--- src/rtl/core/ithc_pkg.sv ---
// Package for the IPv4/TCP header checker: protocol codes, error codes, the
// per-packet record passed from front to back, and the one's-complement fold.
// No dependencies.
`default_nettype none

package ithc_pkg;

    // Error codes reported with each result; ERR_TOO_LONG is checked first, the rest in order of precedence.
    typedef enum logic [2:0] {
        ERR_OK             = 3'd0,
        ERR_UNDER_MIN      = 3'd1,
        ERR_UNDER_IHL      = 3'd2,
        ERR_UNDER_TOTAL    = 3'd3,
        ERR_UNDER_TCP_BASE = 3'd4,
        ERR_UNDER_TCP_HDR  = 3'd5,
        ERR_UNDER_ICMP     = 3'd6,
        ERR_TOO_LONG       = 3'd7
    } err_code_t;

    typedef enum logic [1:0] {
        PROTO_TCP   = 2'd0,
        PROTO_ICMP  = 2'd1,
        PROTO_OTHER = 2'd2
    } proto_class_t;

    localparam logic [7:0] IP_PROTO_ICMP = 8'd1;
    localparam logic [7:0] IP_PROTO_TCP  = 8'd6;

    // Depth of the queue between front and back.
    localparam int unsigned QUEUE_DEPTH = 2;
    localparam int unsigned Q_PTR_W     = (QUEUE_DEPTH > 1) ? $clog2(QUEUE_DEPTH) : 1;
    localparam int unsigned Q_CNT_W     = $clog2(QUEUE_DEPTH + 1);

    typedef struct packed {
        logic full;
        logic empty;
    } q_status_t;

    // Everything the back end needs to finish one packet.
    typedef struct packed {
        logic [15:0]  pkt_bytes;
        logic         too_long;
        logic [3:0]   header_words;
        logic [15:0]  total_length;
        proto_class_t proto;
        logic         fragment;
        logic [3:0]   tcp_offset_words;
        logic [15:0]  header_sum;
        logic [15:0]  segment_sum;
    } pkt_rec_t;

    // End-around-carry fold of a sum of up to four 16-bit words. The result is
    // zero only when every addend was zero, which keeps it independent of the
    // order in which words were added.
    function automatic logic [15:0] oc_fold(input logic [17:0] t);
        logic [16:0] f1;
        f1 = {1'b0, t[15:0]} + {15'd0, t[17:16]};
        return f1[15:0] + {15'd0, f1[16]};
    endfunction

endpackage

`default_nettype wire

--- src/rtl/core/ithc_if.sv ---
// Valid/ready channel interfaces for the packet byte stream and the results.
// Depends on nothing.
`default_nettype none

interface ithc_in_if;
    logic       valid;
    logic       ready;
    logic [7:0] data_byte;
    logic       last;

    modport source (output valid, output data_byte, output last, input ready);
    modport sink (input valid, input data_byte, input last, output ready);
endinterface

interface ithc_out_if;
    logic        valid;
    logic        ready;
    logic [2:0]  error_code;
    logic [1:0]  proto_class;
    logic        is_fragment;
    logic [5:0]  ip_header_len;
    logic [5:0]  tcp_header_len;
    logic [15:0] payload_len;
    logic [15:0] ip_checksum;
    logic [15:0] tcp_checksum;
    logic        tcp_checksum_valid;

    modport source (
        output valid, output error_code, output proto_class, output is_fragment,
        output ip_header_len, output tcp_header_len, output payload_len,
        output ip_checksum, output tcp_checksum, output tcp_checksum_valid,
        input ready
    );
    modport sink (
        input valid, input error_code, input proto_class, input is_fragment,
        input ip_header_len, input tcp_header_len, input payload_len,
        input ip_checksum, input tcp_checksum, input tcp_checksum_valid,
        output ready
    );
endinterface

`default_nettype wire

--- src/rtl/core/ipv4_tcp_header_check_and_checksum.sv ---
// IPv4/TCP header checker and checksum generator, one packet byte per cycle while the
// queue is not full. A packet's record enters the queue when its last byte is accepted,
// and moves into the output register once that register is empty or being read.
// Throughput: the front end updates its sums for each byte taken; the back end finishes
// one packet per cycle from a two-entry queue while the output register can take it.
// Reset: asynchronous, active low; clears capture state, queue and result valid at once.
`default_nettype none

module ipv4_tcp_header_check_and_checksum #(
    parameter int unsigned MAX_PACKET_BYTES = 65535
) (
    input  logic        clk,
    input  logic        rst_n,
    ithc_in_if.sink     pkt_in,
    ithc_out_if.source  res_out
);

    ithc_pkg::q_status_t q_status;
    ithc_pkg::pkt_rec_t  push_data, pop_data;
    logic                push, pop;

    ithc_front #(
        .MAX_PACKET_BYTES (MAX_PACKET_BYTES)
    ) u_front (
        .clk       (clk),
        .rst_n     (rst_n),
        .pkt_in    (pkt_in),
        .q_status  (q_status),
        .push      (push),
        .push_data (push_data)
    );

    ithc_queue u_queue (
        .clk       (clk),
        .rst_n     (rst_n),
        .push      (push),
        .push_data (push_data),
        .pop       (pop),
        .pop_data  (pop_data),
        .q_status  (q_status)
    );

    ithc_back u_back (
        .clk      (clk),
        .rst_n    (rst_n),
        .q_status (q_status),
        .pop_data (pop_data),
        .pop      (pop),
        .res_out  (res_out)
    );

endmodule

`default_nettype wire

--- src/rtl/core/ithc_front.sv ---
// Front end: takes packet bytes, captures header fields and accumulates the
// IP header and TCP segment one's-complement sums. Uses ithc_pkg, ithc_in_if.
`default_nettype none

module ithc_front #(
    parameter int unsigned MAX_PACKET_BYTES = 65535
) (
    input  logic                clk,
    input  logic                rst_n,
    ithc_in_if.sink             pkt_in,
    input  ithc_pkg::q_status_t q_status,
    output logic                push,
    output ithc_pkg::pkt_rec_t  push_data
);

    localparam logic [15:0] MAX_CNT        = 16'(MAX_PACKET_BYTES);
    localparam logic [15:0] OFF_VER_IHL    = 16'd0;
    localparam logic [15:0] OFF_FIRST_LO   = 16'd1;
    localparam logic [15:0] OFF_TLEN_HI    = 16'd2;
    localparam logic [15:0] OFF_TLEN_LO    = 16'd3;
    localparam logic [15:0] OFF_TRAIL_MIN  = 16'd4;
    localparam logic [15:0] OFF_FRAG_HI    = 16'd6;
    localparam logic [15:0] OFF_FRAG_LO    = 16'd7;
    localparam logic [15:0] OFF_PROTO      = 16'd9;
    localparam logic [15:0] OFF_CSUM_HI    = 16'd10;
    localparam logic [15:0] OFF_CSUM_LO    = 16'd11;
    localparam logic [15:0] OFF_ADDR_FIRST = 16'd12;
    localparam logic [15:0] OFF_ADDR_END   = 16'd20;
    localparam logic [15:0] TCP_OFF_POS    = 16'd12;
    localparam logic [15:0] TCP_CSUM_HI    = 16'd16;
    localparam logic [15:0] TCP_CSUM_LO    = 16'd17;

    function automatic logic in_hdr(input logic [15:0] i, input logic [15:0] hlen);
        return (i < hlen) && (i != OFF_CSUM_HI) && (i != OFF_CSUM_LO);
    endfunction

    function automatic logic in_addr(input logic [15:0] i);
        return (i >= OFF_ADDR_FIRST) && (i < OFF_ADDR_END);
    endfunction

    function automatic logic in_seg(input logic [15:0] i, input logic [15:0] hlen,
                                    input logic [15:0] tlen);
        return (i >= hlen) && (i < tlen) && (i != hlen + TCP_CSUM_HI)
            && (i != hlen + TCP_CSUM_LO);
    endfunction

    logic [15:0] count_reg, count_next;
    logic        too_long_reg, too_long_next;
    logic [3:0]  hw_reg, hw_next;
    logic [15:0] tl_reg, tl_next;
    logic [7:0]  proto_reg, proto_next;
    logic [13:0] frag_reg, frag_next;
    logic [3:0]  toff_reg, toff_next;
    logic [15:0] hs_reg, hs_next;
    logic [15:0] ss_reg, ss_next;
    logic [7:0]  held_reg, held_next;
    logic [15:0] fw_reg, fw_next;

    logic        accept;
    logic        take;
    logic        odd;
    logic [7:0]  b;
    logic [15:0] idx, hi_idx, lo_idx, base, tl_eff;
    logic [7:0]  hb;
    logic [15:0] hword, aword, sword, sword_g, fword_g;
    logic        add_en;
    logic [15:0] hs_sum, ss_sum;
    ithc_pkg::proto_class_t cls;

    assign pkt_in.ready = !q_status.full;
    assign accept       = pkt_in.valid && pkt_in.ready;
    assign push         = accept && pkt_in.last;
    assign b            = pkt_in.data_byte;

    assign idx    = count_reg;
    assign take   = count_reg < MAX_CNT;
    assign odd    = idx[0];
    assign hi_idx = {idx[15:1], 1'b0};
    assign lo_idx = {idx[15:1], 1'b1};
    assign base   = {10'd0, hw_reg, 2'b00};
    // The low length byte is only in the register after this transaction.
    assign tl_eff = (idx == OFF_TLEN_LO) ? {tl_reg[15:8], b} : tl_reg;

    // On an odd index the held byte pairs with this one; on the final even
    // index this byte is the high half of a word padded with zero.
    assign hb    = odd ? held_reg : b;
    assign hword = {in_hdr(hi_idx, base) ? hb : 8'h00,
                    (odd && in_hdr(lo_idx, base)) ? b : 8'h00};
    assign aword = {in_addr(hi_idx) ? hb : 8'h00,
                    (odd && in_addr(lo_idx)) ? b : 8'h00};
    assign sword = {in_seg(hi_idx, base, tl_eff) ? hb : 8'h00,
                    (odd && in_seg(lo_idx, base, tl_eff)) ? b : 8'h00};
    assign sword_g = (idx == OFF_FIRST_LO) ? 16'h0000 : sword;
    // The first word joins the segment sum once the total length is known.
    assign fword_g = (idx != OFF_TLEN_LO) ? 16'h0000 :
                     {in_seg(16'd0, base, tl_eff) ? fw_reg[15:8] : 8'h00,
                      in_seg(16'd1, base, tl_eff) ? fw_reg[7:0] : 8'h00};
    assign add_en = odd || (pkt_in.last && (idx >= OFF_TRAIL_MIN));

    assign hs_sum = ithc_pkg::oc_fold({2'b00, hs_reg} + {2'b00, hword});
    assign ss_sum = ithc_pkg::oc_fold({2'b00, ss_reg} + {2'b00, aword}
                                      + {2'b00, sword_g} + {2'b00, fword_g});

    always_comb
    begin
        count_next    = count_reg;
        too_long_next = too_long_reg;
        hw_next       = hw_reg;
        tl_next       = tl_reg;
        proto_next    = proto_reg;
        frag_next     = frag_reg;
        toff_next     = toff_reg;
        hs_next       = hs_reg;
        ss_next       = ss_reg;
        held_next     = held_reg;
        fw_next       = fw_reg;
        if (take)
        begin
            count_next = idx + 16'd1;
            if (idx == OFF_VER_IHL)
            begin
                hw_next = b[3:0];
            end
            if (idx == OFF_TLEN_HI)
            begin
                tl_next = {b, 8'h00};
            end
            if (idx == OFF_TLEN_LO)
            begin
                tl_next = {tl_reg[15:8], b};
            end
            if (idx == OFF_FRAG_HI)
            begin
                frag_next = {b[5:0], frag_reg[7:0]};
            end
            if (idx == OFF_FRAG_LO)
            begin
                frag_next = {frag_reg[13:8], b};
            end
            if (idx == OFF_PROTO)
            begin
                proto_next = b;
            end
            if (idx == base + TCP_OFF_POS)
            begin
                toff_next = b[7:4];
            end
            if (!odd)
            begin
                held_next = b;
            end
            if (idx == OFF_FIRST_LO)
            begin
                fw_next = {held_reg, b};
            end
            if (add_en)
            begin
                hs_next = hs_sum;
                ss_next = ss_sum;
            end
        end
        else
        begin
            too_long_next = 1'b1;
        end
    end

    always_comb
    begin
        unique case (proto_next)
            ithc_pkg::IP_PROTO_TCP:  cls = ithc_pkg::PROTO_TCP;
            ithc_pkg::IP_PROTO_ICMP: cls = ithc_pkg::PROTO_ICMP;
            default:                 cls = ithc_pkg::PROTO_OTHER;
        endcase
    end

    always_comb
    begin
        push_data.pkt_bytes        = count_next;
        push_data.too_long         = too_long_next;
        push_data.header_words     = hw_next;
        push_data.total_length     = tl_next;
        push_data.proto            = cls;
        push_data.fragment         = frag_next != 14'd0;
        push_data.tcp_offset_words = toff_next;
        push_data.header_sum       = hs_next;
        push_data.segment_sum      = ss_next;
    end

    // All capture state clears once the last byte of a packet is taken.
    always_ff @(posedge clk or negedge rst_n)
    begin
        if (!rst_n)
        begin
            count_reg    <= '0;
            too_long_reg <= 1'b0;
            hw_reg       <= '0;
            tl_reg       <= '0;
            proto_reg    <= '0;
            frag_reg     <= '0;
            toff_reg     <= '0;
            hs_reg       <= '0;
            ss_reg       <= '0;
            held_reg     <= '0;
            fw_reg       <= '0;
        end
        else if (accept)
        begin
            if (pkt_in.last)
            begin
                count_reg    <= '0;
                too_long_reg <= 1'b0;
                hw_reg       <= '0;
                tl_reg       <= '0;
                proto_reg    <= '0;
                frag_reg     <= '0;
                toff_reg     <= '0;
                hs_reg       <= '0;
                ss_reg       <= '0;
                held_reg     <= '0;
                fw_reg       <= '0;
            end
            else
            begin
                count_reg    <= count_next;
                too_long_reg <= too_long_next;
                hw_reg       <= hw_next;
                tl_reg       <= tl_next;
                proto_reg    <= proto_next;
                frag_reg     <= frag_next;
                toff_reg     <= toff_next;
                hs_reg       <= hs_next;
                ss_reg       <= ss_next;
                held_reg     <= held_next;
                fw_reg       <= fw_next;
            end
        end
    end

endmodule

`default_nettype wire

--- src/rtl/core/ithc_queue.sv ---
// Short register queue carrying per-packet records from front to back.
// Uses ithc_pkg for the record type and depth.
`default_nettype none

module ithc_queue (
    input  logic                 clk,
    input  logic                 rst_n,
    input  logic                 push,
    input  ithc_pkg::pkt_rec_t   push_data,
    input  logic                 pop,
    output ithc_pkg::pkt_rec_t   pop_data,
    output ithc_pkg::q_status_t  q_status
);

    localparam int unsigned DEPTH = ithc_pkg::QUEUE_DEPTH;
    localparam int unsigned PTR_W = ithc_pkg::Q_PTR_W;
    localparam int unsigned CNT_W = ithc_pkg::Q_CNT_W;

    ithc_pkg::pkt_rec_t entry_reg [DEPTH];

    logic [PTR_W-1:0] wr_ptr_reg, wr_ptr_next;
    logic [PTR_W-1:0] rd_ptr_reg, rd_ptr_next;
    logic [CNT_W-1:0] count_reg, count_next;

    assign pop_data       = entry_reg[rd_ptr_reg];
    assign q_status.full  = count_reg == CNT_W'(DEPTH);
    assign q_status.empty = count_reg == '0;

    always_comb
    begin
        wr_ptr_next = wr_ptr_reg;
        rd_ptr_next = rd_ptr_reg;
        if (push)
        begin
            wr_ptr_next = (wr_ptr_reg == PTR_W'(DEPTH - 1)) ? '0 : wr_ptr_reg + PTR_W'(1);
        end
        if (pop)
        begin
            rd_ptr_next = (rd_ptr_reg == PTR_W'(DEPTH - 1)) ? '0 : rd_ptr_reg + PTR_W'(1);
        end
        case ({push, pop})
            2'b10:   count_next = count_reg + CNT_W'(1);
            2'b01:   count_next = count_reg - CNT_W'(1);
            default: count_next = count_reg;
        endcase
    end

    always_ff @(posedge clk or negedge rst_n)
    begin
        if (!rst_n)
        begin
            wr_ptr_reg <= '0;
            rd_ptr_reg <= '0;
            count_reg  <= '0;
        end
        else
        begin
            wr_ptr_reg <= wr_ptr_next;
            rd_ptr_reg <= rd_ptr_next;
            count_reg  <= count_next;
        end
    end

    always_ff @(posedge clk)
    begin
        if (push)
        begin
            entry_reg[wr_ptr_reg] <= push_data;
        end
    end

endmodule

`default_nettype wire

--- src/rtl/core/ithc_back.sv ---
// Back end: checks lengths, finishes both checksums and holds one result in
// an output register. Uses ithc_pkg and ithc_out_if.
`default_nettype none

module ithc_back (
    input  logic                clk,
    input  logic                rst_n,
    input  ithc_pkg::q_status_t q_status,
    input  ithc_pkg::pkt_rec_t  pop_data,
    output logic                pop,
    ithc_out_if.source          res_out
);

    localparam logic [15:0] MIN_IP_HDR   = 16'd20;
    localparam logic [15:0] MIN_TCP_HDR  = 16'd20;
    localparam logic [15:0] MIN_ICMP_HDR = 16'd8;

    typedef struct packed {
        ithc_pkg::err_code_t    error_code;
        ithc_pkg::proto_class_t proto_class;
        logic                   is_fragment;
        logic [5:0]             ip_header_len;
        logic [5:0]             tcp_header_len;
        logic [15:0]            payload_len;
        logic [15:0]            ip_checksum;
        logic [15:0]            tcp_checksum;
        logic                   tcp_checksum_valid;
    } res_t;

    res_t res_reg, res_next;
    logic out_valid_reg, out_valid_next;

    ithc_pkg::err_code_t base_err;
    logic [5:0]  ihl6, thl6;
    logic [15:0] ihl16, thl16, l4_len, tcp_sum;

    assign ihl6  = {pop_data.header_words, 2'b00};
    assign thl6  = {pop_data.tcp_offset_words, 2'b00};
    assign ihl16 = {10'd0, ihl6};
    assign thl16 = {10'd0, thl6};
    assign l4_len = (pop_data.total_length > ihl16) ? pop_data.total_length - ihl16 : 16'd0;
    // Pseudo-header protocol word and TCP length join the segment sum here.
    assign tcp_sum = ithc_pkg::oc_fold({2'b00, pop_data.segment_sum}
                                       + {10'd0, ithc_pkg::IP_PROTO_TCP}
                                       + {2'b00, l4_len});

    assign pop = !q_status.empty && (!out_valid_reg || res_out.ready);

    always_comb
    begin
        if (pop_data.too_long)
        begin
            base_err = ithc_pkg::ERR_TOO_LONG;
        end
        else if (pop_data.pkt_bytes < MIN_IP_HDR)
        begin
            base_err = ithc_pkg::ERR_UNDER_MIN;
        end
        else if (pop_data.pkt_bytes < ihl16)
        begin
            base_err = ithc_pkg::ERR_UNDER_IHL;
        end
        else if (pop_data.pkt_bytes < pop_data.total_length)
        begin
            base_err = ithc_pkg::ERR_UNDER_TOTAL;
        end
        else
        begin
            base_err = ithc_pkg::ERR_OK;
        end
    end

    always_comb
    begin
        res_next                    = '0;
        res_next.error_code         = base_err;
        res_next.proto_class        = ithc_pkg::PROTO_TCP;
        if (base_err == ithc_pkg::ERR_OK)
        begin
            res_next.proto_class   = pop_data.proto;
            res_next.is_fragment   = pop_data.fragment;
            res_next.ip_header_len = ihl6;
            res_next.ip_checksum   = ~pop_data.header_sum;
            if (!pop_data.fragment)
            begin
                if (pop_data.proto == ithc_pkg::PROTO_TCP)
                begin
                    if (pop_data.pkt_bytes < ihl16 + MIN_TCP_HDR)
                    begin
                        res_next.error_code = ithc_pkg::ERR_UNDER_TCP_BASE;
                    end
                    else if (pop_data.pkt_bytes < ihl16 + thl16)
                    begin
                        res_next.error_code = ithc_pkg::ERR_UNDER_TCP_HDR;
                    end
                    else
                    begin
                        res_next.tcp_header_len     = thl6;
                        res_next.payload_len        = pop_data.pkt_bytes - ihl16 - thl16;
                        res_next.tcp_checksum       = ~tcp_sum;
                        res_next.tcp_checksum_valid = 1'b1;
                    end
                end
                else if (pop_data.proto == ithc_pkg::PROTO_ICMP
                         && pop_data.pkt_bytes < ihl16 + MIN_ICMP_HDR)
                begin
                    res_next.error_code = ithc_pkg::ERR_UNDER_ICMP;
                end
            end
        end
    end

    always_comb
    begin
        out_valid_next = out_valid_reg;
        if (pop)
        begin
            out_valid_next = 1'b1;
        end
        else if (res_out.ready)
        begin
            out_valid_next = 1'b0;
        end
    end

    always_ff @(posedge clk or negedge rst_n)
    begin
        if (!rst_n)
        begin
            out_valid_reg <= 1'b0;
        end
        else
        begin
            out_valid_reg <= out_valid_next;
        end
    end

    always_ff @(posedge clk)
    begin
        if (pop)
        begin
            res_reg <= res_next;
        end
    end

    assign res_out.valid              = out_valid_reg;
    assign res_out.error_code         = res_reg.error_code;
    assign res_out.proto_class        = res_reg.proto_class;
    assign res_out.is_fragment        = res_reg.is_fragment;
    assign res_out.ip_header_len      = res_reg.ip_header_len;
    assign res_out.tcp_header_len     = res_reg.tcp_header_len;
    assign res_out.payload_len        = res_reg.payload_len;
    assign res_out.ip_checksum        = res_reg.ip_checksum;
    assign res_out.tcp_checksum       = res_reg.tcp_checksum;
    assign res_out.tcp_checksum_valid = res_reg.tcp_checksum_valid;

endmodule

`default_nettype wire

--- src/flat_wrapper.sv ---
// flat-port wrapper written by rule: the top's interface ports become plain ports
module ipv4_tcp_header_check_and_checksum_flat 
#(
    parameter int unsigned MAX_PACKET_BYTES = 65535
)
  (clk, rst_n, pkt_in_valid, pkt_in_data_byte, pkt_in_last, pkt_in_ready, res_out_valid, res_out_error_code, res_out_proto_class, res_out_is_fragment, res_out_ip_header_len, res_out_tcp_header_len, res_out_payload_len, res_out_ip_checksum, res_out_tcp_checksum, res_out_tcp_checksum_valid, res_out_ready);
  ithc_in_if pkt_in_i ();
  ithc_out_if res_out_i ();
  input  logic clk;
  input  logic rst_n;
  input wire logic [$bits(pkt_in_i.valid)-1:0] pkt_in_valid;
  input wire logic [$bits(pkt_in_i.data_byte)-1:0] pkt_in_data_byte;
  input wire logic [$bits(pkt_in_i.last)-1:0] pkt_in_last;
  output wire logic [$bits(pkt_in_i.ready)-1:0] pkt_in_ready;
  output wire logic [$bits(res_out_i.valid)-1:0] res_out_valid;
  output wire logic [$bits(res_out_i.error_code)-1:0] res_out_error_code;
  output wire logic [$bits(res_out_i.proto_class)-1:0] res_out_proto_class;
  output wire logic [$bits(res_out_i.is_fragment)-1:0] res_out_is_fragment;
  output wire logic [$bits(res_out_i.ip_header_len)-1:0] res_out_ip_header_len;
  output wire logic [$bits(res_out_i.tcp_header_len)-1:0] res_out_tcp_header_len;
  output wire logic [$bits(res_out_i.payload_len)-1:0] res_out_payload_len;
  output wire logic [$bits(res_out_i.ip_checksum)-1:0] res_out_ip_checksum;
  output wire logic [$bits(res_out_i.tcp_checksum)-1:0] res_out_tcp_checksum;
  output wire logic [$bits(res_out_i.tcp_checksum_valid)-1:0] res_out_tcp_checksum_valid;
  input wire logic [$bits(res_out_i.ready)-1:0] res_out_ready;
  assign pkt_in_i.valid = pkt_in_valid;
  assign pkt_in_i.data_byte = pkt_in_data_byte;
  assign pkt_in_i.last = pkt_in_last;
  assign pkt_in_ready = pkt_in_i.ready;
  assign res_out_valid = res_out_i.valid;
  assign res_out_error_code = res_out_i.error_code;
  assign res_out_proto_class = res_out_i.proto_class;
  assign res_out_is_fragment = res_out_i.is_fragment;
  assign res_out_ip_header_len = res_out_i.ip_header_len;
  assign res_out_tcp_header_len = res_out_i.tcp_header_len;
  assign res_out_payload_len = res_out_i.payload_len;
  assign res_out_ip_checksum = res_out_i.ip_checksum;
  assign res_out_tcp_checksum = res_out_i.tcp_checksum;
  assign res_out_tcp_checksum_valid = res_out_i.tcp_checksum_valid;
  assign res_out_i.ready = res_out_ready;
  ipv4_tcp_header_check_and_checksum #(.MAX_PACKET_BYTES(MAX_PACKET_BYTES)) u_core (.clk(clk), .rst_n(rst_n), .pkt_in(pkt_in_i), .res_out(res_out_i));
endmodule
--- config.mk ---
export PLATFORM = sky130hd
export DESIGN_NAME = ipv4_tcp_header_check_and_checksum_flat
export DESIGN_NICKNAME = d
export VERILOG_FILES = /design/src/rtl/core/ithc_pkg.sv /design/src/rtl/core/ithc_if.sv /design/src/rtl/core/ipv4_tcp_header_check_and_checksum.sv /design/src/rtl/core/ithc_front.sv /design/src/rtl/core/ithc_queue.sv /design/src/rtl/core/ithc_back.sv /design/src/flat_wrapper.sv
export SDC_FILE = /design/constraint.sdc
export NUM_CORES = 1
export LEC_CHECK = 0
export ABC_CLOCK_PERIOD_IN_PS = 13500
export BUFFER_PORTS_ARGS = -buffer_cell sky130_fd_sc_hd__buf_4
export CELL_PAD_IN_SITES_DETAIL_PLACEMENT = 1
export CELL_PAD_IN_SITES_GLOBAL_PLACEMENT = 1
export CORE_ASPECT_RATIO = 0.5
export CORE_MARGIN = 2
export CORE_UTILIZATION = 34
export DETAILED_ROUTE_END_ITERATION = 10
export GPL_ROUTABILITY_DRIVEN = 0
export PLACE_DENSITY = 0.56
export SYNTH_ARGS = -nofsm -noshare
export SYNTH_HDL_FRONTEND = slang
export SYNTH_SLANG_ARGS = --single-unit
--- constraint.sdc ---
create_clock -name clk -period 13.5 [get_ports clk]
set_input_delay 0.675 -clock clk [delete_from_list [all_inputs] [get_ports clk]]
set_output_delay 0.675 -clock clk [all_outputs]
set_load 0.1 [all_outputs]
==> results.md, run 1 <==
| Group | Result | Value |
| --- | --- | --- |
| global route | Pin count of the biggest net entering global routing | 71 |
| run status | Outcome | complete, no violations |
| detailed routing | Number of remaining DRC errors | 0 |
| clock tree | TritonCTS clock tree | built |
| setup path | Critical Path Source Type | register |
| layout | Post-layout instance count excluding filler cells | 3112 |
| logic synthesis | Part of the Yosys area used for sequential elements | 0.433 |
| clock tree | Clock-pin slew on the worst setup and hold paths | 0.06 ns |
| detailed routing | Number of design-rule violations left by the first detailed-router iteration | 843 |
| clock tree | Clock Latency Late Sink | 0.56 ns |
| timing | Normalized max-slew margin | 0.187 |
| layout | Flip-flop and latch area | 9560 um2 |
| job | # Max-Cap Violations | 0 |
| logic synthesis | Post-synthesis instance area | 22100 um2 |
| placement | Number of buffers added on ports | 77 |
| clock tree | Num CTS Buffers | 37 |
| setup path | Delay contributed by the slowest stage of the critical path | 0.92 ns |
| logic synthesis | Number of synthesis warnings | 0 |
| timing | Fin Clk Skew | 0.0290 ns |
| timing | Slew at the pin closest to its max-slew limit | 1.20 ns |
| timing | Final critical-path share of the clock period | 0.856 |
| logic synthesis | Synthesized area per cell | 10.3 um2 |
| setup path | Endpoint class of the critical path | register |
| clock tree | Hold Buf Count CTS | 0 |
| setup path | Cell with the biggest individual delay on the critical path | a211oi_1 |
| setup path | Worst-path maximum fanout | 17 |
| die | Area of the die | 67200 um2 |
| setup path | Reg-to-reg slack, setup | 1.94 ns |
| layout | Top library cells by usage in the layout, fill and taps aside | 225 x nand2_1, 215 x edfxtp_1, 156 x ha_1, 148 x nor2_1, 123 x dfrtp_1 |
| layout | Most common cell after layout, fill and taps aside | nand2_1 |
| global route | Final global-route overflow total | 0 |
| logic synthesis | Number of distinct standard cells referenced by the synthesized netlist | 91 |
| clock tree | Clock Sink Count | 339 |
| logic synthesis | Primary flip-flop cell chosen by synthesis mapping | edfxtp_1 |
| detailed routing | Vias | 16400 |
| detailed routing | Number of optimization iterations in the first detailed-route pass | 5 |
| setup path | Most frequent cell on the critical path | ha_1 |
| layout | Final antenna diode count | 0 |
| logic synthesis | Async S/R FF share, synth | 0.366 |
| logic synthesis | Number of enable-type register cells in the synthesized netlist | 215 |
| die | Chip Width | 365 um |
| logic synthesis | Synthesized flop and latch total | 339 |
| placement | Post-detail-place hpwl | 48000 um |
| timing | Tightest hold margin | 0.111 ns |
| timing | Pins Over Slew Limit | 0 |
| die | Height of the die | 184 um |
| timing | Total negative slack for setup checks | 0 ns |
| timing | Unrepaired setup endpoints after global routing | false |
| min path | Type of the most critical hold path | in -> async |
| clock tree | Number of buffers inserted by post-CTS setup repair | 0 |
| setup path | Reg2Reg Depth | 39 |
| die | Core ar. | 64700 um2 |
| clock tree | Post_cts resized | 0 |
| clock tree | H-tree levels | 2 |
| layout | Fraction of final layout cells with drive strength greater than 1 | 0.111 |
| layout | Layout overhead on the synthesized area | 12.6% |
| timing | Count of final setup violators | 0 |
| setup path | Critical path class | reg -> reg |
| timing | Period minus WS final | 11.56 ns |
| layout | Area taken by multi-input logic gates | 11800 um2 |
| timing | Fin. Hold Viols | 0 |
| clock tree | Buffer levels on the longest clock path | 3 |
| setup path | Worst path arrival time | 11.84 ns |
| global route | Number of antenna violations at the first check in global routing | 0 |
| detailed routing | Post-Route WL | 65300 um |
| detailed routing | Mean routed wirelength per cell | 21.0 um |
| die | Boundary Pins | 82 |
| layout | Net count of the finished layout | 2410 |
| clock tree | Cell at the root of the clock tree | clkbuf_16 |
| layout | Largest register FFs | 152 |
| detailed routing | Final ANT Viol Nets | 0 |
| placement | Post-placement cell area | 23600 um2 |
| die | FP Rows | 66 |
| global route | Total global routing track utilization | 0.196 |
| logic synthesis | Syn Inst Count | 2151 |
| timing | Highest attainable clock frequency | 0.0865 GHz |
| placement | Placed cells | 3044 |
| global route | Wire length of the first global-routing pass | 102000 um |
| layout | Final instance area | 24900 um2 |
| die | Initial cell density of the core | 0.342 |
| detailed routing | Routed vias/inst | 5.26 |
| global route | Via count of the first global-routing pass | 16900 |
| layout | Fill cell instance count of the final layout | 7236 |
| setup path | Req. time, crit path | 13.78 ns |
==> critical path, delay by kind of cell, from the launching register on <==
| kind | cells | cell delay, ns |
|---|---|---|
| flops | 1 | 0.80 |
| simple gates | 13 | 3.95 |
| mux | 1 | 0.41 |
| xor+xnor | 2 | 0.33 |
| fa+ha+maj | 8 | 2.80 |
| compound gates | 13 | 2.84 |
| buf+inv | 2 | 0.12 |
==> area by class of cell <==
cell class                 count  share of cell area
clock buffer                  51              0.0422
tap                          884              0.0445
inverter                     110              0.0166
timing repair buffer          98              0.0297
multi-input combinational   1613               0.475
sequential                   339               0.384
clock inverter                17             0.00780
==> synth_stat cells, types with 5 or more instances <==
cell type,count,share of area
nand2_1,227,0.039
edfxtp_1,215,0.29
ha_1,156,0.088
nor2_1,150,0.025
dfrtp_1,124,0.14
o21ai_0,119,0.027
inv_1,109,0.019
xnor2_1,92,0.036
a21oi_1,91,0.021
clkbuf_1,72,0.012
a22o_1,61,0.024
xor2_1,52,0.021
a21o_1,50,0.017
mux2_2,49,0.025
mux2i_1,48,0.022
nor2b_1,44,0.012
fa_1,42,0.038
nand3_1,41,0.0093
nor3_1,37,0.0084
and2_1,30,0.0085
a211oi_1,26,0.0088
and3_1,26,0.0074
a22oi_1,25,0.0085
nand4_1,22,0.0062
nor4_1,17,0.0048
o21a_1,17,0.0058
nand2b_1,16,0.0045
nor3b_1,12,0.0041
o211ai_1,11,0.0037
or3_1,11,0.0031
buf_2,10,0.0023
o21ai_1,10,0.0023
a31oi_1,8,0.0023
o31ai_1,8,0.0027
or2_2,8,0.0023
buf_1,6,0.0010
nand3b_1,6,0.0020
a31o_2,5,0.0020
nand4b_1,5,0.0020
o22ai_1,5,0.0014
==> metrics by stage <==
| step | worst slack (ns) | util |
|---|---|---|
| after floorplan | 3.16 | - |
| after global placement | 2.28 | 0.365 |
| after detailed placement | 1.96 | 0.365 |
| after CTS | 1.93 | 0.385 |
| after global routing | 0.828 | 0.385 |
| final | 1.94 | 0.385 |
==> routing by layer <==
layer  up-vias  routed length (um)  track usage  share of wire
met3        52                1940       0.0224          0.030
li1       7885                   -            -              -
met1      8239               34000        0.295           0.52
met5         -                   0            0              0
met2       198               28600        0.306           0.44
met4         0                 723       0.0298          0.011
==> worst paths after layout <==
path                                              endpoint                        start
max in group asynchronous        u_core.u_queue.rd_ptr_reg                        rst_n
min in group clk               u_core.u_back.res_out.valid                res_out_ready
setup reg to reg           u_core.u_queue.entry_reg[1][15]  u_core.u_front.count_reg[0]
hold reg to reg                u_core.u_queue.count_reg[1]  u_core.u_queue.count_reg[1]
setup / recovery           u_core.u_queue.entry_reg[1][15]  u_core.u_front.count_reg[0]
hold / removal                    u_core.u_front.hs_reg[7]                        rst_n
==> cells by family after synthesis <==
group	after synthesis	synth area share
mux	97	0.0467
fa+ha+maj	198	0.126
compound gates	488	0.149
buf+inv	202	0.0356
other cells	1	0.000170
flops	339	0.433
xor+xnor	146	0.0588
simple gates	680	0.151
Power of run 1 is left out: the tool's default activity adds up to more than one toggle a clock period on the data nets, which glitch-free logic cannot reach.
==> run 2: changes to the inputs <==
CORE_UTILIZATION = 44   (was 34)
MAX_ROUTING_LAYER = met4   (was not set)
PLACE_DENSITY = 0.7   (was 0.56)
==> run 2 against run 1 <==
Wire length decreased by 3.9%. Final cell count shrank 7.7%. Global-route usage up 5.5 points. Core utilization increased by 11 points. Register-to-register slack worse by 0.25 ns. Critical path depth is the same. First-iteration DRC count increased by 62%. Die area decreased by 22%. Design area shrank 1.7%. Non-clock buffer count rose by 2. Sequential share of layout area grew 0.67 points.
==> results.md, run 2 (synthesis results as in run 1) <==
| Group | Result | Value | Delta |
| --- | --- | --- | --- |
| clock tree | Hold Buf Count CTS | 0 | unchanged |
| setup path | Cell with the biggest individual delay on the critical path | a211oi_1 |  |
| setup path | Critical Path Source Type | register |  |
| clock tree | Buffer levels on the longest clock path | 3 | unchanged |
| min path | Type of the most critical hold path | in -> async |  |
| die | Chip Width | 321 um | -12% |
| die | Core ar. | 49100 um2 | -24% |
| timing | Final critical-path share of the clock period | 0.875 | +0.0188 |
| timing | Fin. Hold Viols | 0 | unchanged |
| layout | Most common cell after layout, fill and taps aside | nand2_1 |  |
| global route | Via count of the first global-routing pass | 16800 | -0.59% |
| timing | Normalized max-slew margin | 0.177 | -0.0102 |
| layout | Final antenna diode count | 0 | unchanged |
| layout | Net count of the finished layout | 2409 | -0.041% |
| detailed routing | Number of optimization iterations in the first detailed-route pass | 5 | unchanged |
| die | Area of the die | 52100 um2 | -22% |
| timing | Period minus WS final | 11.82 ns | +0.254 ns |
| timing | Slew at the pin closest to its max-slew limit | 1.23 ns | +0.0248 ns |
| detailed routing | Post-Route WL | 62700 um | -3.9% |
| timing | Highest attainable clock frequency | 0.0846 GHz | -2.1% |
| global route | Total global routing track utilization | 0.251 | +0.0552 |
| placement | Number of buffers added on ports | 77 | unchanged |
| setup path | Category of cells accounting for the largest share of critical-path delay | simple AND/OR/NAND/NOR gates |  |
| detailed routing | Routed vias/inst | 5.76 | +9.6% |
| detailed routing | Vias | 16600 | +1.1% |
| timing | Pins Over Slew Limit | 0 | unchanged |
| die | Initial cell density of the core | 0.450 | +0.109 |
| detailed routing | Mean routed wirelength per cell | 21.8 um | +4.1% |
| layout | Largest register FFs | 152 | unchanged |
| detailed routing | Number of design-rule violations left by the first detailed-router iteration | 1366 | +62% |
| setup path | Total buffers and inverters traversed by the critical path | 1 | -1 |
| clock tree | Cell at the root of the clock tree | clkbuf_16 |  |
| timing | Min setup slack post-route | 1.68 ns | -0.254 ns |
| layout | Fraction of final layout cells with drive strength greater than 1 | 0.110 | -0.00115 |
| detailed routing | Final ANT Viol Nets | 0 | unchanged |
| clock tree | TritonCTS clock tree | built |  |
| clock tree | Clock Latency Late Sink | 0.55 ns | about the same |
| clock tree | H-tree levels | 2 | unchanged |
| timing | Count of final setup violators | 0 | unchanged |
| run status | Outcome | complete, no violations |  |
| layout | Layout overhead on the synthesized area | 10.6% |  |
| setup path | End of the worst register-to-register path | u_core.u_queue.entry_reg[0][15] |  |
| placement | Post-detail-place hpwl | 46000 um | -4.3% |
| die | FP Rows | 57 | -14% |
| setup path | RR Startpoint | u_core.u_front.count_reg[12] |  |
| setup path | Most frequent cell on the critical path | ha_1 |  |
| setup path | Worst path arrival time | 12.05 ns | +0.21 ns |
| clock tree | Post_cts resized | 0 | unchanged |
| timing | Total negative slack for setup checks | 0 ns | unchanged |
| layout | Fill cell instance count of the final layout | 5431 | -25% |
| setup path | Reg2Reg Depth | 39 | unchanged |
| clock tree | Clock-pin slew on the worst setup and hold paths | 0.07 ns | about the same |
| clock tree | Num CTS Buffers | 34 | -8.1% |
| timing | Unrepaired setup endpoints after global routing | false |  |
| setup path | Endpoint class of the critical path | register |  |
| timing | Fin Clk Skew | 0.0208 ns | -0.00821 ns |
| layout | Top library cells by usage in the layout, fill and taps aside | 225 x nand2_1, 215 x edfxtp_1, 156 x ha_1, 148 x nor2_1, 123 x dfrtp_1 |  |
| global route | Pin count of the biggest net entering global routing | 67 | -5.6% |
| placement | Placed cells | 2811 | -7.7% |
| setup path | Critical path class | reg -> reg |  |
| die | Boundary Pins | 82 | unchanged |
| global route | Wire length of the first global-routing pass | 98400 um | -3.3% |
| detailed routing | Number of remaining DRC errors | 0 | unchanged |
| global route | Final global-route overflow total | 0 | unchanged |
| setup path | Reg-to-reg slack, setup | 1.68 ns | -0.25 ns |
| die | Height of the die | 162 um | -12% |
| placement | Worst-case setup slack after placement | 1.87 ns | -0.0837 ns |
| layout | Post-layout instance count excluding filler cells | 2873 | -7.7% |
| job | # Max-Cap Violations | 0 | unchanged |
| clock tree | Number of buffers inserted by post-CTS setup repair | 0 | unchanged |
| global route | Number of antenna violations at the first check in global routing | 0 | unchanged |
| setup path | Delay contributed by the slowest stage of the critical path | 1.02 ns | +0.10 ns |
| setup path | Req. time, crit path | 13.74 ns | -0.04 ns |
| clock tree | Clock Sink Count | 339 | unchanged |
| setup path | Worst-path maximum fanout | 17 | unchanged |
[run 2: cell types whose count changed in the layout (fill, tap and decap cells not counted), sizes merged]
cell | before | now
clkbuf | 51 | 47
buf | 98 | 100
bufinv | 3 | 1
clkinv | 13 | 11
clkinvlp | 1 | 2
inv | 110 | 111
[run 2: layout make-up]
type                    instances  area [um2]  area share
clock buffers                  47         972      0.0398
clock inverters                15         131     0.00537
inverters                     110         413      0.0169
multi-input cells            1613       11800       0.483
flip-flops and latches        339        9560       0.391
well taps                     649         812      0.0332
repair buffers                100         751      0.0307
[run 2: how the worst max path moves through the flow]
stage | to | slack, ns | from | depth (start not counted)
floorplan | u_core.u_back.res_out.tcp_checksum[15] | 3.16 | u_core.u_queue.rd_ptr_reg | 46
global placement | u_core.u_queue.entry_reg[0][15] | 2.28 | u_core.u_front.count_reg[12] | 40
detailed placement | u_core.u_queue.entry_reg[1][15] | 1.87 | u_core.u_front.count_reg[12] | 40
CTS | u_core.u_queue.entry_reg[0][15] | 1.79 | u_core.u_front.count_reg[12] | 40
global route | u_core.u_queue.entry_reg[0][15] | 0.75 | u_core.u_front.count_reg[12] | 40
finish | u_core.u_queue.entry_reg[0][15] | 1.68 | u_core.u_front.count_reg[12] | 39
[run 2: metrics by stage]
step | area [um2] | util | hold WS (ns)
finish | 24400 | 0.498 | 0.262
global route | 24400 | 0.498 | 0.300
CTS | 24400 | 0.498 | 0.289
detailed placement | 23300 | 0.476 | 0.483
global placement | 23300 | 0.476 | 0.482
floorplan | 22100 | - | 0.379
[run 2: layer usage]
| layer | GRT usage | up-vias | part of all wire |
|---|---|---|---|
| li1 | - | 7855 | - |
| met1 | 0.356 | 8296 | 0.49 |
| met2 | 0.381 | 332 | 0.44 |
| met3 | 0.0415 | 78 | 0.052 |
| met4 | 0.0520 | 0 | 0.020 |
| met5 | - | - | 0 |
Power of run 2 is left out for the same reason.
